==> src/hw/rtl/mcg_pkg.sv <==
// shared types and constants of the midi clock generator
`default_nettype none

package mcg_pkg;

    localparam int TICK_W           = 32;
    localparam int PPQN_W           = 15;
    localparam int MODE_W           = 2;
    localparam int OP_W             = 3;
    localparam int KIND_W           = 2;
    localparam int CFG_IDX_W        = 2;

    localparam int ALIGN_SIXTEENTHS = 64;
    localparam int MAX_PULSES       = 64;
    localparam int CNT_W            = $clog2(MAX_PULSES + 1);

    // ticks per sixteenth is ppqn / 4
    localparam int UNIT_W           = PPQN_W - 2;
    localparam int DVSR_W           = UNIT_W + $clog2(ALIGN_SIXTEENTHS + 1);

    // ppqn / 24 as ((ppqn >> 3) * DIV3_RECIP) >> DIV3_SHIFT, exact for 12-bit operands
    localparam int DIV3_IN_W        = PPQN_W - 3;
    localparam int DIV3_RECIP       = 2731;
    localparam int DIV3_SHIFT       = 13;
    localparam int DIV3_PROD_W      = DIV3_IN_W + 12;
    localparam int CT_W             = DIV3_PROD_W - DIV3_SHIFT;

    localparam logic [OP_W-1:0] OP_INIT     = 3'd0;
    localparam logic [OP_W-1:0] OP_CONTINUE = 3'd1;
    localparam logic [OP_W-1:0] OP_START    = 3'd2;
    localparam logic [OP_W-1:0] OP_STOP     = 3'd3;
    localparam logic [OP_W-1:0] OP_ADVANCE  = 3'd4;

    localparam logic [KIND_W-1:0] KIND_START    = 2'd0;
    localparam logic [KIND_W-1:0] KIND_STOP     = 2'd1;
    localparam logic [KIND_W-1:0] KIND_CONTINUE = 2'd2;
    localparam logic [KIND_W-1:0] KIND_CLOCK    = 2'd3;

    localparam logic [MODE_W-1:0] MODE_OFF      = 2'd0;
    localparam logic [MODE_W-1:0] MODE_POS      = 2'd1;
    localparam logic [MODE_W-1:0] MODE_MOD      = 2'd2;
    localparam logic [MODE_W-1:0] MODE_DISABLED = 2'd3;

    localparam logic [CFG_IDX_W-1:0] REG_PPQN       = 2'd0;
    localparam logic [CFG_IDX_W-1:0] REG_CLOCK_MODE = 2'd1;
    localparam logic [CFG_IDX_W-1:0] REG_PORT_ON    = 2'd2;

    localparam logic [PPQN_W-1:0] PPQN_RESET = 15'd192;

    typedef struct packed {
        logic [PPQN_W-1:0] ppqn;
        logic [MODE_W-1:0] clock_mode;
        logic              port_on;
    } cfg_t;

    typedef struct packed {
        logic              start;
        logic [TICK_W-1:0] dividend;
        logic [DVSR_W-1:0] divisor;
    } div_req_t;

    typedef struct packed {
        logic              busy;
        logic              done;
        logic [TICK_W-1:0] quotient;
        logic [DVSR_W-1:0] remainder;
    } div_rsp_t;

endpackage

`default_nettype wire

==> src/hw/rtl/mcg_divider.sv <==
// shared restoring divider, one quotient bit per cycle
`default_nettype none

module mcg_divider
(
    input  wire               clk,
    input  wire               rst_n,
    input  mcg_pkg::div_req_t req,
    output mcg_pkg::div_rsp_t rsp
);

    localparam int STEP_W = $clog2(mcg_pkg::TICK_W);

    logic                        busy_reg, busy_next;
    logic                        done_reg, done_next;
    logic [STEP_W-1:0]           step_reg, step_next;
    logic [mcg_pkg::TICK_W-1:0]  quot_reg, quot_next;
    logic [mcg_pkg::DVSR_W-1:0]  rem_reg, rem_next;
    logic [mcg_pkg::DVSR_W-1:0]  dvsr_reg, dvsr_next;
    logic [mcg_pkg::DVSR_W:0]    rem_sh;
    logic                        fits;

    assign rem_sh = {rem_reg, quot_reg[mcg_pkg::TICK_W-1]};
    assign fits   = rem_sh >= {1'b0, dvsr_reg};

    always_comb
    begin
        busy_next = busy_reg;
        done_next = 1'b0;
        step_next = step_reg;
        quot_next = quot_reg;
        rem_next  = rem_reg;
        dvsr_next = dvsr_reg;
        if (req.start)
        begin
            busy_next = 1'b1;
            step_next = '0;
            quot_next = req.dividend;
            rem_next  = '0;
            dvsr_next = req.divisor;
        end
        else if (busy_reg)
        begin
            quot_next = {quot_reg[mcg_pkg::TICK_W-2:0], fits};
            rem_next  = fits ? mcg_pkg::DVSR_W'(rem_sh - {1'b0, dvsr_reg})
                             : mcg_pkg::DVSR_W'(rem_sh);
            step_next = step_reg + STEP_W'(1);
            if (step_reg == STEP_W'(mcg_pkg::TICK_W - 1))
            begin
                busy_next = 1'b0;
                done_next = 1'b1;
            end
        end
    end

    always_ff @(posedge clk or negedge rst_n)
    begin
        if (!rst_n)
        begin
            busy_reg <= 1'b0;
            done_reg <= 1'b0;
            step_reg <= '0;
        end
        else
        begin
            busy_reg <= busy_next;
            done_reg <= done_next;
            step_reg <= step_next;
        end
    end

    always_ff @(posedge clk)
    begin
        quot_reg <= quot_next;
        rem_reg  <= rem_next;
        dvsr_reg <= dvsr_next;
    end

    assign rsp.busy      = busy_reg;
    assign rsp.done      = done_reg;
    assign rsp.quotient  = quot_reg;
    assign rsp.remainder = rem_reg;

endmodule

`default_nettype wire

==> src/hw/rtl/mcg_ctrl.sv <==
// transport sequencer: opcode decode, tick state, pulse runs and output register
`default_nettype none

module mcg_ctrl
(
    input  wire                               clk,
    input  wire                               rst_n,
    input  mcg_pkg::cfg_t                     cfg,
    input  wire                               in_valid,
    output logic                              in_ready,
    input  wire  [mcg_pkg::OP_W-1:0]          in_opcode,
    input  wire  [mcg_pkg::TICK_W-1:0]        in_tick,
    output logic                              out_valid,
    input  wire                               out_ready,
    output logic [mcg_pkg::KIND_W-1:0]        out_kind,
    output logic [mcg_pkg::TICK_W-1:0]        out_position,
    output logic                              out_last,
    output logic                              out_dropped,
    output mcg_pkg::div_req_t                 div_req,
    input  mcg_pkg::div_rsp_t                 div_rsp
);

    localparam logic [2:0] ST_IDLE     = 3'd0;
    localparam logic [2:0] ST_DIV_CONT = 3'd1;
    localparam logic [2:0] ST_DIV_INIT = 3'd2;
    localparam logic [2:0] ST_DIV_A1   = 3'd3;
    localparam logic [2:0] ST_DIV_A2   = 3'd4;
    localparam logic [2:0] ST_EMIT     = 3'd5;

    localparam int LAST_W = mcg_pkg::TICK_W + 1;
    localparam logic [LAST_W-1:0] LAST_NONE = '1;
    localparam logic [LAST_W-1:0] LAST_MAX  = {1'b0, {mcg_pkg::TICK_W{1'b1}}};

    logic [2:0]                       state_reg, state_next;
    logic [LAST_W-1:0]                last_tick_reg, last_tick_next;
    logic [mcg_pkg::TICK_W-1:0]       tick_reg, tick_next;
    logic [mcg_pkg::DVSR_W-1:0]       rnd_unit_reg, rnd_unit_next;
    logic [mcg_pkg::DVSR_W-1:0]       ct_reg, ct_next;
    logic [mcg_pkg::TICK_W-1:0]       q1_reg, q1_next;
    logic [mcg_pkg::KIND_W-1:0]       kind_reg, kind_next;
    logic [mcg_pkg::TICK_W-1:0]       pos_reg, pos_next;
    logic [mcg_pkg::CNT_W-1:0]        remaining_reg, remaining_next;
    logic                             drop_reg, drop_next;

    logic                             out_valid_reg, out_valid_next;
    logic [mcg_pkg::KIND_W-1:0]       out_kind_reg;
    logic [mcg_pkg::TICK_W-1:0]       out_pos_reg;
    logic                             out_last_reg;
    logic                             out_drop_reg;

    logic                             clock_on;
    logic                             in_fire;
    logic                             slot_free;
    logic [mcg_pkg::UNIT_W-1:0]       unit_raw;
    logic [mcg_pkg::DVSR_W-1:0]       unit;
    logic [mcg_pkg::DVSR_W-1:0]       unit_align;
    logic [mcg_pkg::DIV3_PROD_W-1:0]  div3_prod;
    logic [mcg_pkg::CT_W-1:0]         ct_raw;
    logic [mcg_pkg::DVSR_W-1:0]       ct;
    logic                             tick_after_last;
    logic [LAST_W-1:0]                rounded;
    logic [LAST_W-1:0]                run_count;
    logic                             run_load;

    function automatic logic [LAST_W-1:0] round_up_less_one(
        input logic [mcg_pkg::TICK_W-1:0] tick,
        input logic [mcg_pkg::DVSR_W-1:0] rem,
        input logic [mcg_pkg::DVSR_W-1:0] step
    );
        logic [LAST_W-1:0] t;
        t = {1'b0, tick} - LAST_W'(rem) + ((rem != '0) ? LAST_W'(step) : '0);
        if (t == '0)
            return LAST_NONE;
        else if (t[LAST_W-1])
            return LAST_MAX;
        else
            return t - LAST_W'(1);
    endfunction

    assign clock_on = (cfg.clock_mode == mcg_pkg::MODE_POS)
                   || (cfg.clock_mode == mcg_pkg::MODE_MOD);

    assign unit_raw   = cfg.ppqn[mcg_pkg::PPQN_W-1:2];
    assign unit       = (unit_raw == '0) ? mcg_pkg::DVSR_W'(1) : mcg_pkg::DVSR_W'(unit_raw);
    assign unit_align = mcg_pkg::DVSR_W'(unit * mcg_pkg::DVSR_W'(mcg_pkg::ALIGN_SIXTEENTHS));

    assign div3_prod = mcg_pkg::DIV3_PROD_W'(cfg.ppqn[mcg_pkg::PPQN_W-1:3])
                     * mcg_pkg::DIV3_PROD_W'(mcg_pkg::DIV3_RECIP);
    assign ct_raw    = div3_prod[mcg_pkg::DIV3_PROD_W-1:mcg_pkg::DIV3_SHIFT];
    assign ct        = (ct_raw == '0) ? mcg_pkg::DVSR_W'(1) : mcg_pkg::DVSR_W'(ct_raw);

    assign tick_after_last = $signed({1'b0, in_tick}) > $signed(last_tick_reg);
    assign rounded         = round_up_less_one(tick_reg, div_rsp.remainder, rnd_unit_reg);

    assign in_ready  = (state_reg == ST_IDLE);
    assign in_fire   = in_valid && in_ready;
    assign slot_free = !out_valid_reg || out_ready;

    always_comb
    begin
        state_next     = state_reg;
        last_tick_next = last_tick_reg;
        tick_next      = tick_reg;
        rnd_unit_next  = rnd_unit_reg;
        ct_next        = ct_reg;
        q1_next        = q1_reg;
        kind_next      = kind_reg;
        pos_next       = pos_reg;
        remaining_next = remaining_reg;
        drop_next      = drop_reg;
        div_req.start    = 1'b0;
        div_req.dividend = in_tick;
        div_req.divisor  = unit;
        run_load  = 1'b0;
        run_count = '0;

        unique case (state_reg)
            ST_IDLE:
            begin
                if (in_fire)
                begin
                    tick_next = in_tick;
                    unique case (in_opcode)
                        mcg_pkg::OP_INIT:
                        begin
                            if (cfg.port_on && cfg.ppqn != '0)
                            begin
                                if (cfg.clock_mode == mcg_pkg::MODE_POS && in_tick != '0)
                                begin
                                    div_req.start = 1'b1;
                                    rnd_unit_next = unit;
                                    state_next    = ST_DIV_CONT;
                                end
                                else if (cfg.clock_mode == mcg_pkg::MODE_MOD || in_tick == '0)
                                begin
                                    div_req.start   = 1'b1;
                                    div_req.divisor = unit_align;
                                    rnd_unit_next   = unit_align;
                                    state_next      = ST_DIV_INIT;
                                end
                            end
                        end
                        mcg_pkg::OP_CONTINUE:
                        begin
                            div_req.start = 1'b1;
                            rnd_unit_next = unit;
                            state_next    = ST_DIV_CONT;
                        end
                        mcg_pkg::OP_START, mcg_pkg::OP_STOP:
                        begin
                            last_tick_next = LAST_NONE;
                            if (clock_on)
                            begin
                                kind_next      = (in_opcode == mcg_pkg::OP_START)
                                               ? mcg_pkg::KIND_START : mcg_pkg::KIND_STOP;
                                pos_next       = '0;
                                remaining_next = mcg_pkg::CNT_W'(1);
                                drop_next      = 1'b0;
                                state_next     = ST_EMIT;
                            end
                        end
                        mcg_pkg::OP_ADVANCE:
                        begin
                            if (clock_on && tick_after_last)
                            begin
                                div_req.start   = 1'b1;
                                div_req.divisor = ct;
                                ct_next         = ct;
                                state_next      = ST_DIV_A1;
                            end
                        end
                        default:
                        begin
                            state_next = ST_IDLE;
                        end
                    endcase
                end
            end
            ST_DIV_CONT, ST_DIV_INIT:
            begin
                if (div_rsp.done)
                begin
                    last_tick_next = rounded;
                    if (clock_on)
                    begin
                        kind_next      = (state_reg == ST_DIV_CONT)
                                       ? mcg_pkg::KIND_CONTINUE : mcg_pkg::KIND_START;
                        pos_next       = (state_reg == ST_DIV_CONT) ? div_rsp.quotient : '0;
                        remaining_next = mcg_pkg::CNT_W'(1);
                        drop_next      = 1'b0;
                        state_next     = ST_EMIT;
                    end
                    else
                    begin
                        state_next = ST_IDLE;
                    end
                end
            end
            ST_DIV_A1:
            begin
                if (div_rsp.done)
                begin
                    q1_next        = div_rsp.quotient;
                    last_tick_next = {1'b0, tick_reg};
                    if (last_tick_reg[LAST_W-1])
                    begin
                        run_load  = 1'b1;
                        run_count = {1'b0, div_rsp.quotient} + LAST_W'(1);
                    end
                    else
                    begin
                        div_req.start    = 1'b1;
                        div_req.dividend = last_tick_reg[mcg_pkg::TICK_W-1:0];
                        div_req.divisor  = ct_reg;
                        state_next       = ST_DIV_A2;
                    end
                end
            end
            ST_DIV_A2:
            begin
                if (div_rsp.done)
                begin
                    run_load  = 1'b1;
                    run_count = {1'b0, q1_reg} - {1'b0, div_rsp.quotient};
                end
            end
            ST_EMIT:
            begin
                if (slot_free)
                begin
                    remaining_next = remaining_reg - mcg_pkg::CNT_W'(1);
                    if (remaining_reg == mcg_pkg::CNT_W'(1))
                        state_next = ST_IDLE;
                end
            end
            default:
            begin
                state_next = ST_IDLE;
            end
        endcase

        if (run_load)
        begin
            kind_next = mcg_pkg::KIND_CLOCK;
            pos_next  = tick_reg;
            priority if (run_count == '0)
            begin
                state_next = ST_IDLE;
            end
            else if (run_count > LAST_W'(mcg_pkg::MAX_PULSES))
            begin
                remaining_next = mcg_pkg::CNT_W'(mcg_pkg::MAX_PULSES);
                drop_next      = 1'b1;
                state_next     = ST_EMIT;
            end
            else
            begin
                remaining_next = run_count[mcg_pkg::CNT_W-1:0];
                drop_next      = 1'b0;
                state_next     = ST_EMIT;
            end
        end
    end

    always_comb
    begin
        out_valid_next = out_valid_reg;
        if (slot_free)
            out_valid_next = (state_reg == ST_EMIT);
    end

    always_ff @(posedge clk or negedge rst_n)
    begin
        if (!rst_n)
        begin
            state_reg     <= ST_IDLE;
            last_tick_reg <= '0;
            remaining_reg <= '0;
            out_valid_reg <= 1'b0;
        end
        else
        begin
            state_reg     <= state_next;
            last_tick_reg <= last_tick_next;
            remaining_reg <= remaining_next;
            out_valid_reg <= out_valid_next;
        end
    end

    always_ff @(posedge clk)
    begin
        tick_reg     <= tick_next;
        rnd_unit_reg <= rnd_unit_next;
        ct_reg       <= ct_next;
        q1_reg       <= q1_next;
        kind_reg     <= kind_next;
        pos_reg      <= pos_next;
        drop_reg     <= drop_next;
        if (state_reg == ST_EMIT && slot_free)
        begin
            out_kind_reg <= kind_reg;
            out_pos_reg  <= pos_reg;
            out_last_reg <= (remaining_reg == mcg_pkg::CNT_W'(1));
            out_drop_reg <= (remaining_reg == mcg_pkg::CNT_W'(1)) && drop_reg;
        end
    end

    assign out_valid    = out_valid_reg;
    assign out_kind     = out_kind_reg;
    assign out_position = out_pos_reg;
    assign out_last     = out_last_reg;
    assign out_dropped  = out_drop_reg;

    // only -1 may appear as a negative tick
    a_last_tick_range: assert property (@(posedge clk) disable iff (!rst_n)
        last_tick_reg[LAST_W-1] |-> (last_tick_reg == LAST_NONE))
        else $error("last clocked tick holds a negative value other than -1");

    a_idle_div_free: assert property (@(posedge clk) disable iff (!rst_n)
        in_ready |-> !div_rsp.busy)
        else $error("sequencer idle while the divider is still running");

    a_emit_count: assert property (@(posedge clk) disable iff (!rst_n)
        (state_reg == ST_EMIT) |->
            (remaining_reg != '0) && (remaining_reg <= mcg_pkg::CNT_W'(mcg_pkg::MAX_PULSES)))
        else $error("pulse run count out of range");

    a_drop_only_last: assert property (@(posedge clk) disable iff (!rst_n)
        (out_valid_reg && out_drop_reg) |-> (out_last_reg && out_kind_reg == mcg_pkg::KIND_CLOCK))
        else $error("dropped flag on a result that does not end a pulse run");

    a_div_done_waited: assert property (@(posedge clk) disable iff (!rst_n)
        div_rsp.done |-> $past(div_rsp.busy))
        else $error("divider finished without running");

endmodule

`default_nettype wire

==> src/hw/rtl/midi_clock_generator_unit.sv <==
// top level of the midi clock generator: configuration registers, sequencer and divider
// start and stop pass through the emit state into the output register if the clock is on
// continue runs one 32-step division in the shared divider, init runs at most one
// advance, when taken, runs one or two divisions before its run of up to 64 pulses
// pulses leave one per cycle while the output side is ready; a new input waits until done
// reset: ppqn 192, clock mode off, port on, last clocked tick zero, no transaction pending
`default_nettype none

module midi_clock_generator_unit
(
    input  wire                                clk,
    input  wire                                rst_n,
    input  wire                                cfg_we,
    input  wire  [mcg_pkg::CFG_IDX_W-1:0]      cfg_index,
    input  wire  [mcg_pkg::PPQN_W-1:0]         cfg_data,
    input  wire                                s_axis_tvalid,
    output logic                               s_axis_tready,
    input  wire  [mcg_pkg::TICK_W-1:0]         s_axis_tdata,   // tick_pos
    input  wire  [mcg_pkg::OP_W-1:0]           s_axis_tuser,   // opcode
    output logic                               m_axis_tvalid,
    input  wire                                m_axis_tready,
    output logic [mcg_pkg::TICK_W-1:0]         m_axis_tdata,   // position
    output logic [mcg_pkg::KIND_W:0]           m_axis_tuser,   // message_kind, pulses_dropped
    output logic                               m_axis_tlast
);

    logic [mcg_pkg::PPQN_W-1:0] ppqn_reg, ppqn_next;
    logic [mcg_pkg::MODE_W-1:0] clock_mode_reg, clock_mode_next;
    logic                       port_on_reg, port_on_next;

    mcg_pkg::cfg_t              cfg;
    mcg_pkg::div_req_t          div_req;
    mcg_pkg::div_rsp_t          div_rsp;
    logic [mcg_pkg::KIND_W-1:0] out_kind;
    logic                       out_dropped;

    always_comb
    begin
        ppqn_next       = ppqn_reg;
        clock_mode_next = clock_mode_reg;
        port_on_next    = port_on_reg;
        if (cfg_we)
        begin
            unique case (cfg_index)
                mcg_pkg::REG_PPQN:       ppqn_next       = cfg_data;
                mcg_pkg::REG_CLOCK_MODE: clock_mode_next = cfg_data[mcg_pkg::MODE_W-1:0];
                mcg_pkg::REG_PORT_ON:    port_on_next    = cfg_data[0];
                default:                 ppqn_next       = ppqn_reg;
            endcase
        end
    end

    always_ff @(posedge clk or negedge rst_n)
    begin
        if (!rst_n)
        begin
            ppqn_reg       <= mcg_pkg::PPQN_RESET;
            clock_mode_reg <= mcg_pkg::MODE_OFF;
            port_on_reg    <= 1'b1;
        end
        else
        begin
            ppqn_reg       <= ppqn_next;
            clock_mode_reg <= clock_mode_next;
            port_on_reg    <= port_on_next;
        end
    end

    assign cfg.ppqn       = ppqn_reg;
    assign cfg.clock_mode = clock_mode_reg;
    assign cfg.port_on    = port_on_reg;

    mcg_divider u_divider
    (
        .clk   (clk),
        .rst_n (rst_n),
        .req   (div_req),
        .rsp   (div_rsp)
    );

    mcg_ctrl u_ctrl
    (
        .clk          (clk),
        .rst_n        (rst_n),
        .cfg          (cfg),
        .in_valid     (s_axis_tvalid),
        .in_ready     (s_axis_tready),
        .in_opcode    (s_axis_tuser),
        .in_tick      (s_axis_tdata),
        .out_valid    (m_axis_tvalid),
        .out_ready    (m_axis_tready),
        .out_kind     (out_kind),
        .out_position (m_axis_tdata),
        .out_last     (m_axis_tlast),
        .out_dropped  (out_dropped),
        .div_req      (div_req),
        .div_rsp      (div_rsp)
    );

    assign m_axis_tuser = {out_dropped, out_kind};

endmodule

`default_nettype wire
==> config.mk <==
export PLATFORM = sky130hd
export DESIGN_NAME = midi_clock_generator_unit
export DESIGN_NICKNAME = d
export VERILOG_FILES = /design/src/hw/rtl/mcg_pkg.sv /design/src/hw/rtl/mcg_divider.sv /design/src/hw/rtl/mcg_ctrl.sv /design/src/hw/rtl/midi_clock_generator_unit.sv
export SDC_FILE = /design/constraint.sdc
export NUM_CORES = 1
export LEC_CHECK = 0
export BUFFER_PORTS_ARGS = -buffer_cell sky130_fd_sc_hd__buf_2
export CAP_MARGIN = 25
export CORE_ASPECT_RATIO = 1.75
export CORE_MARGIN = 5
export CORE_UTILIZATION = 69
export DETAILED_ROUTE_END_ITERATION = 6
export PLACE_DENSITY = 0.87
export SYNTH_ARGS = -nofsm -noshare
export SYNTH_HDL_FRONTEND = slang
export SYNTH_SLANG_ARGS = --single-unit
==> constraint.sdc <==
create_clock -name clk -period 16.5 [get_ports clk]
set_clock_uncertainty 0.2 [all_clocks]
set_input_delay 4.125 -clock clk [delete_from_list [all_inputs] [get_ports clk]]
set_output_delay 4.125 -clock clk [all_outputs]
set_load 0.01 [all_outputs]
Yosys cells after proc, flatten, opt, wreduce, memory -nomap -nowiden
Index checks and enable logic that the tools add are counted.
{"block": "word_totals", "reg_bits": 316, "in_bits": 57, "out_inout_bits": 38, "word_cells": 211}
{"block": "op_classes", "addsub": 8, "mul": 1, "order_cmp": 3, "n_eq_ne": 37, "n_mux": 99, "n_reduce_logical": 39}
{"cell": "$mux 32", "n": 10}
{"cell": "$mux 33", "n": 9}
{"cell": "$mux 20", "n": 10}
{"cell": "$pmux 20 s2", "n": 3}
{"cell": "$mux 53", "n": 2}
{"cell": "$pmux 33 s3", "n": 1}
{"cell": "$logic_not 33->1", "n": 2}
{"cell": "$pmux 33 s2", "n": 1}
{"cell": "$pmux 32 s2", "n": 1}
{"cell": "$mux 7", "n": 8}
{"cell": "$mux 3", "n": 14}
{"cell": "$add 32x1->33 const B", "n": 1}
{"cell": "$add 33x33->33", "n": 1}
{"cell": "$gt 33x33->1", "n": 1}
{"cell": "$gt 33x7->1 const B", "n": 1}
{"cell": "$sub 32x20->33", "n": 1}
{"cell": "$sub 32x32->33", "n": 1}
{"cell": "$sub 33x1->33 const B", "n": 1}
{"cell": "$logic_not 32->1", "n": 1}
{"cell": "$reduce_bool 32->1", "n": 1}
{"cell": "$mul 12x12->24 const B", "n": 1}
{"cell": "$mux 1", "n": 22}
{"cell": "$ge 21x20->1", "n": 1}
{"cell": "$pmux 7 s3", "n": 1}
{"cell": "other kinds (43)", "n": 92}

Logic depth before layout (Yosys ltp)
{"block": "logic_depth", "word_depth": 9, "ltp_mapped": 22, "mapped_depth_nobuf": 20}

Hierarchy
A second synthesis with hierarchy kept.
{"block": "unflattened", "cells_unflattened": 2492, "area_unflattened_um2": 23555.1}
{"module": "mcg_ctrl", "n_inst": 1, "cells_per_inst": 2074, "area_each_um2": 18591.6, "seq_area_each_um2": 6025.8}
{"module": "mcg_divider", "n_inst": 1, "cells_per_inst": 377, "area_each_um2": 4250.3, "seq_area_each_um2": 2137.0}
{"module": "midi_clock_generator_unit", "n_inst": 1, "cells_per_inst": 41, "area_each_um2": 713.2, "seq_area_each_um2": 454.2}

Worst setup path before layout
OpenSTA, ideal clock, no wires.
{"block": "synth_timing", "kind": "in2reg", "start": "input port s_axis_tdata[25] (netlist name)", "end": "register u_divider.quot_reg[0] (netlist name), enable pin", "setup_time_ns": 0.389, "arrival_ns": 9.573, "required_time_ns": 15.911, "path_slack_ns": 6.338, "path_stages": 11, "path_buffers": 2, "path_cell_list": "nor4_1 > nand4_1 > nor2_1 > nor3_1 > or2_2 > a2111oi_0 > nor2_1 > o31a_1 > clkbuf_1 > clkbuf_1 > nand2_1"}
{"block": "synth_via", "elab_chain_len": 9, "word_cells_on_any_way": 14, "classes_between": "order compare (1); mux (7); reduce/logical (6)"}
{"item": "from (decl)", "line_no": "midi_clock_generator_unit.sv:18", "source": "input wire [mcg_pkg::TICK_W-1:0] s_axis_tdata,"}
{"item": "parallel branches: the longest is 5 deep, another holds $gt 33x33->1"}
{"item": "$pmux 1 s3 *", "line_no": "mcg_ctrl.sv:123", "source": "unique case (in_opcode)"}
{"item": "$mux 1 *", "line_no": "mcg_ctrl.sv:120", "source": "if (in_fire)"}
{"item": "$pmux 1 s2 *", "line_no": "mcg_ctrl.sv:117", "source": "unique case (state_reg)"}
{"item": "$reduce_bool 2->1 (no line) *"}
{"item": "to (signal assigned)", "line_no": "mcg_divider.sv:74", "source": "quot_reg <= quot_next;"}
{"item": "to (decl)", "line_no": "mcg_divider.sv:17", "source": "logic [mcg_pkg::TICK_W-1:0] quot_reg, quot_next;"}
Mark *: on every way between the ends.
A chain may end at the register's enable or synchronous reset.

Worst setup path after layout
{"block": "layout_timing", "start": "input port s_axis_tdata[7] (netlist name)", "end": "register u_divider.quot_reg[26] (netlist name), enable pin"}
Same word-level chain as after synthesis.

==> impl_metrics.toml <==
[global_routing]
antenna_found_initial = 5
grt_pass1_vias = 21000
use_met3_pct = 5.28
gr-usage-met2_pct = 70.3
grt_max_degree = 70
grt-ovfl-total = 0
grt-busiest-layer = "met2"
grt_first_pass_wirelength_um = 115000
gr-usage-all-layers_pct = 39.2
met1_usage_pct = 41.2

[clock_network]
cts_tree = "built"
clockBufferDepth = 3
cts_htree_levels = 1
cts.sinks = 305
cts_made_buffers = 30
cts_hold_buf = 0
clk_latency_ps = 590
cts-root-buf = "clkbuf_16"
cts_resized = 0
cts_setup_buffers = 0
clkTransAtPathRegs_ps = 70

[synthesis]
synth_top_area_share_pct = 27.1
yosysUniqueCellTypes = 93
syn_inst = 2562
syn-num-nets = 2890
synthArstFlopShare_pct = 22.6
postSynthRegisterBits = 305
yosys.area.top_type = "edfxtp_1"
synth_edf_count = 213
ys.flop_type = "edfxtp_1"
netlist_area_um2 = 23600
ys_top_cells_by_area = "edfxtp_1 27%, ha_1 11%, dfrtp_1 7.0%"
yosysWarningCount = 0
synth_seq_area_share_pct = 36.4
syn_area_per_cell_um2 = 9.21

[worst_hold_path]
min_path_type = "reg -> reg"
hold_start = "u_ctrl.pos_reg[5]"
whs_endpoint = "u_ctrl.out_position[5]"
hold_depth = 0

[critical_path]
critPathLaunch = "s_axis_tdata[7]"
r2r_slack_ps = 9330
crit_arrival_ps = 7300
rr_startpoint = "ppqn_reg[7]"
path_class = "in -> reg"
r2r-end = "u_divider.dvsr_reg[0]"
startpoint_type = "primary input"
endpoint_kind = "flop"
r2r_cells = 17
worstPathMaxFanout = 32
worstPathRequired_ps = 16530

[placement]
io_buffers = 94
hpwl_um = 59400
place_area_um2 = 24500
place_congestion = 1.04

[floorplanning]
chipHeight_um = 255
num_rows = 89
die_w_um = 150
core_um2 = 33700
die_area_um2 = 38200
ios = 95
start_util_pct = 70.0

[timing]
fin_crit_ps = 7260
rsz0062_at_grt = "false"
tightest_slew_ps = 1020
maxSlewViolCount = 0
finalHoldViolations = 0
max_slew_margin_pct = 31.4
setup_viol = 0
fin_setup_tns_ps = 0
max_freq_mhz = 138
period_share_pct = 44.0

[power]
switching_share_pct = 50.1
powerDensity_nw_per_um2 = 239
clock_power_share_pct = 12.6
power_switching_w = 0.00306
internal_power_w = 0.00305
vdd_drop_max_mv = 0.470
pwr-share-comb_pct = 64.3
pwr-share-seq_pct = 23.2
p_leak_nw = 11.0

[routing]
avgViaCountPerCell = 6.80
drt_iter0_markers = 1910
ant_nets = 0
post_drt_wl_per_cell_um = 24.5
wl_um = 75900
vias = 21100
drc = 0
drtPass1Iterations = 5

[finish]
largest_reg_flops = 33
synthToLayoutAreaGrowth_pct = 8.52
drive_gt1_share_pct = 8.87
final_nets = 2942
fin_area_um2 = 25600

[run]
maxCapViolCount = 0

[status]
status = "complete, no violations"
## synthesized netlist by cell type, drive strengths merged, types with 23 or more instances
cell,count
a211oi,24
a21o,50
a21oi,180
a31oi,32
and2,28
and3,31
clkbuf,78
dfrtp,66
dfxtp,23
edfxtp,213
fa,61
ha,210
inv,274
mux2i,48
nand2,238
nand3,48
nand4,39
nor2,171
nor3,38
nor4,32
o211ai,38
o21a,29
o21ai,187
xnor2,60
xor2,30
## how the worst max path moves through the flow
stage,end,slack [ps],cells past startpoint
final,u_divider.quot_reg[26],9240,12
after floorplan,u_divider.quot_reg[0],6340,11
after global placement,u_divider.quot_reg[23],8040,12
after detailed placement,u_divider.quot_reg[20],8650,12
after CTS,u_divider.quot_reg[22],9290,12
after global routing,u_divider.quot_reg[18],9130,12
## worst max-delay path: stages
cell,delay [ps]
buf_2,140
nor4_1,610
nand4_1,210
nor2_1,270
nor3_1,70
or2_2,300
a2111oi_2,380
buf_4,330
nor2_1,70
o31a_2,240
nand2_1,110
buf_4,400
## cell type report
| type | count | area, µm² |
|---|---|---|
| multi-input combinational | 1884 | 13600 |
| fill | 2335 | 8120 |
| clock inverter | 20 | 300 |
| timing repair buffer | 118 | 698 |
| sequential | 305 | 8590 |
| tap | 455 | 569 |
| clock buffer | 35 | 791 |
| antenna | 4 | 10.0 |
| inverter | 275 | 1030 |
## power groups by stage
stage	registers, W	clock network, W	logic [W]
after floorplan	0.00125	0	0.00282
after global placement	0.00140	0	0.00365
after detailed placement	0.00141	0	0.00380
after CTS	0.00139	0.000772	0.00384
after global routing	0.00142	0.000798	0.00430
final	0.00142	0.000768	0.00393
## layer usage
layer / part of all wire, % / vias up
met1: 32 / 9965
met2: 51 / 1236
li1: - / 9409
met5: 0.016 / -
met4: 9.7 / 2
met3: 7.3 / 455
## cells by family after synthesis
| family | count (synthesis) | synth area share [%] |
|---|---|---|
| compound gates | 716 | 19.7 |
| xor+xnor | 90 | 3.34 |
| fa+ha+maj | 271 | 16.3 |
| buf+inv | 373 | 6.06 |
| flops | 305 | 36.4 |
| mux | 56 | 2.42 |
| simple gates | 751 | 15.8 |
## through the flow
step / util [%] / hold WS, ps / setup slack [ps] / std cells / power [W]
final: 75.9 / 215 / 9240 / 3096 / 0.00611
after global placement: 72.4 / 201 / 8040 / 3033 / 0.00505
after floorplan: - / 200 / 6340 / 2562 / 0.00406
after CTS: 75.8 / 221 / 9290 / 3090 / 0.00600
after global routing: 75.9 / 227 / 9130 / 3096 / 0.00652
after detailed placement: 72.5 / 205 / 8650 / 3035 / 0.00521
## cells in the final DEF, fill, tap and decap left out, types with 50 or more instances in the layout
cell and count:
o21ai_0 179, ha_1 210, buf_2 93, dfrtp_1 66, inv_1 274, nand2_1 238, a21oi_1 176, xnor2_1 60
nor2_1 167, a21o_1 50, edfxtp_1 213, fa_1 61
Power figures use the tool's default switching activity.
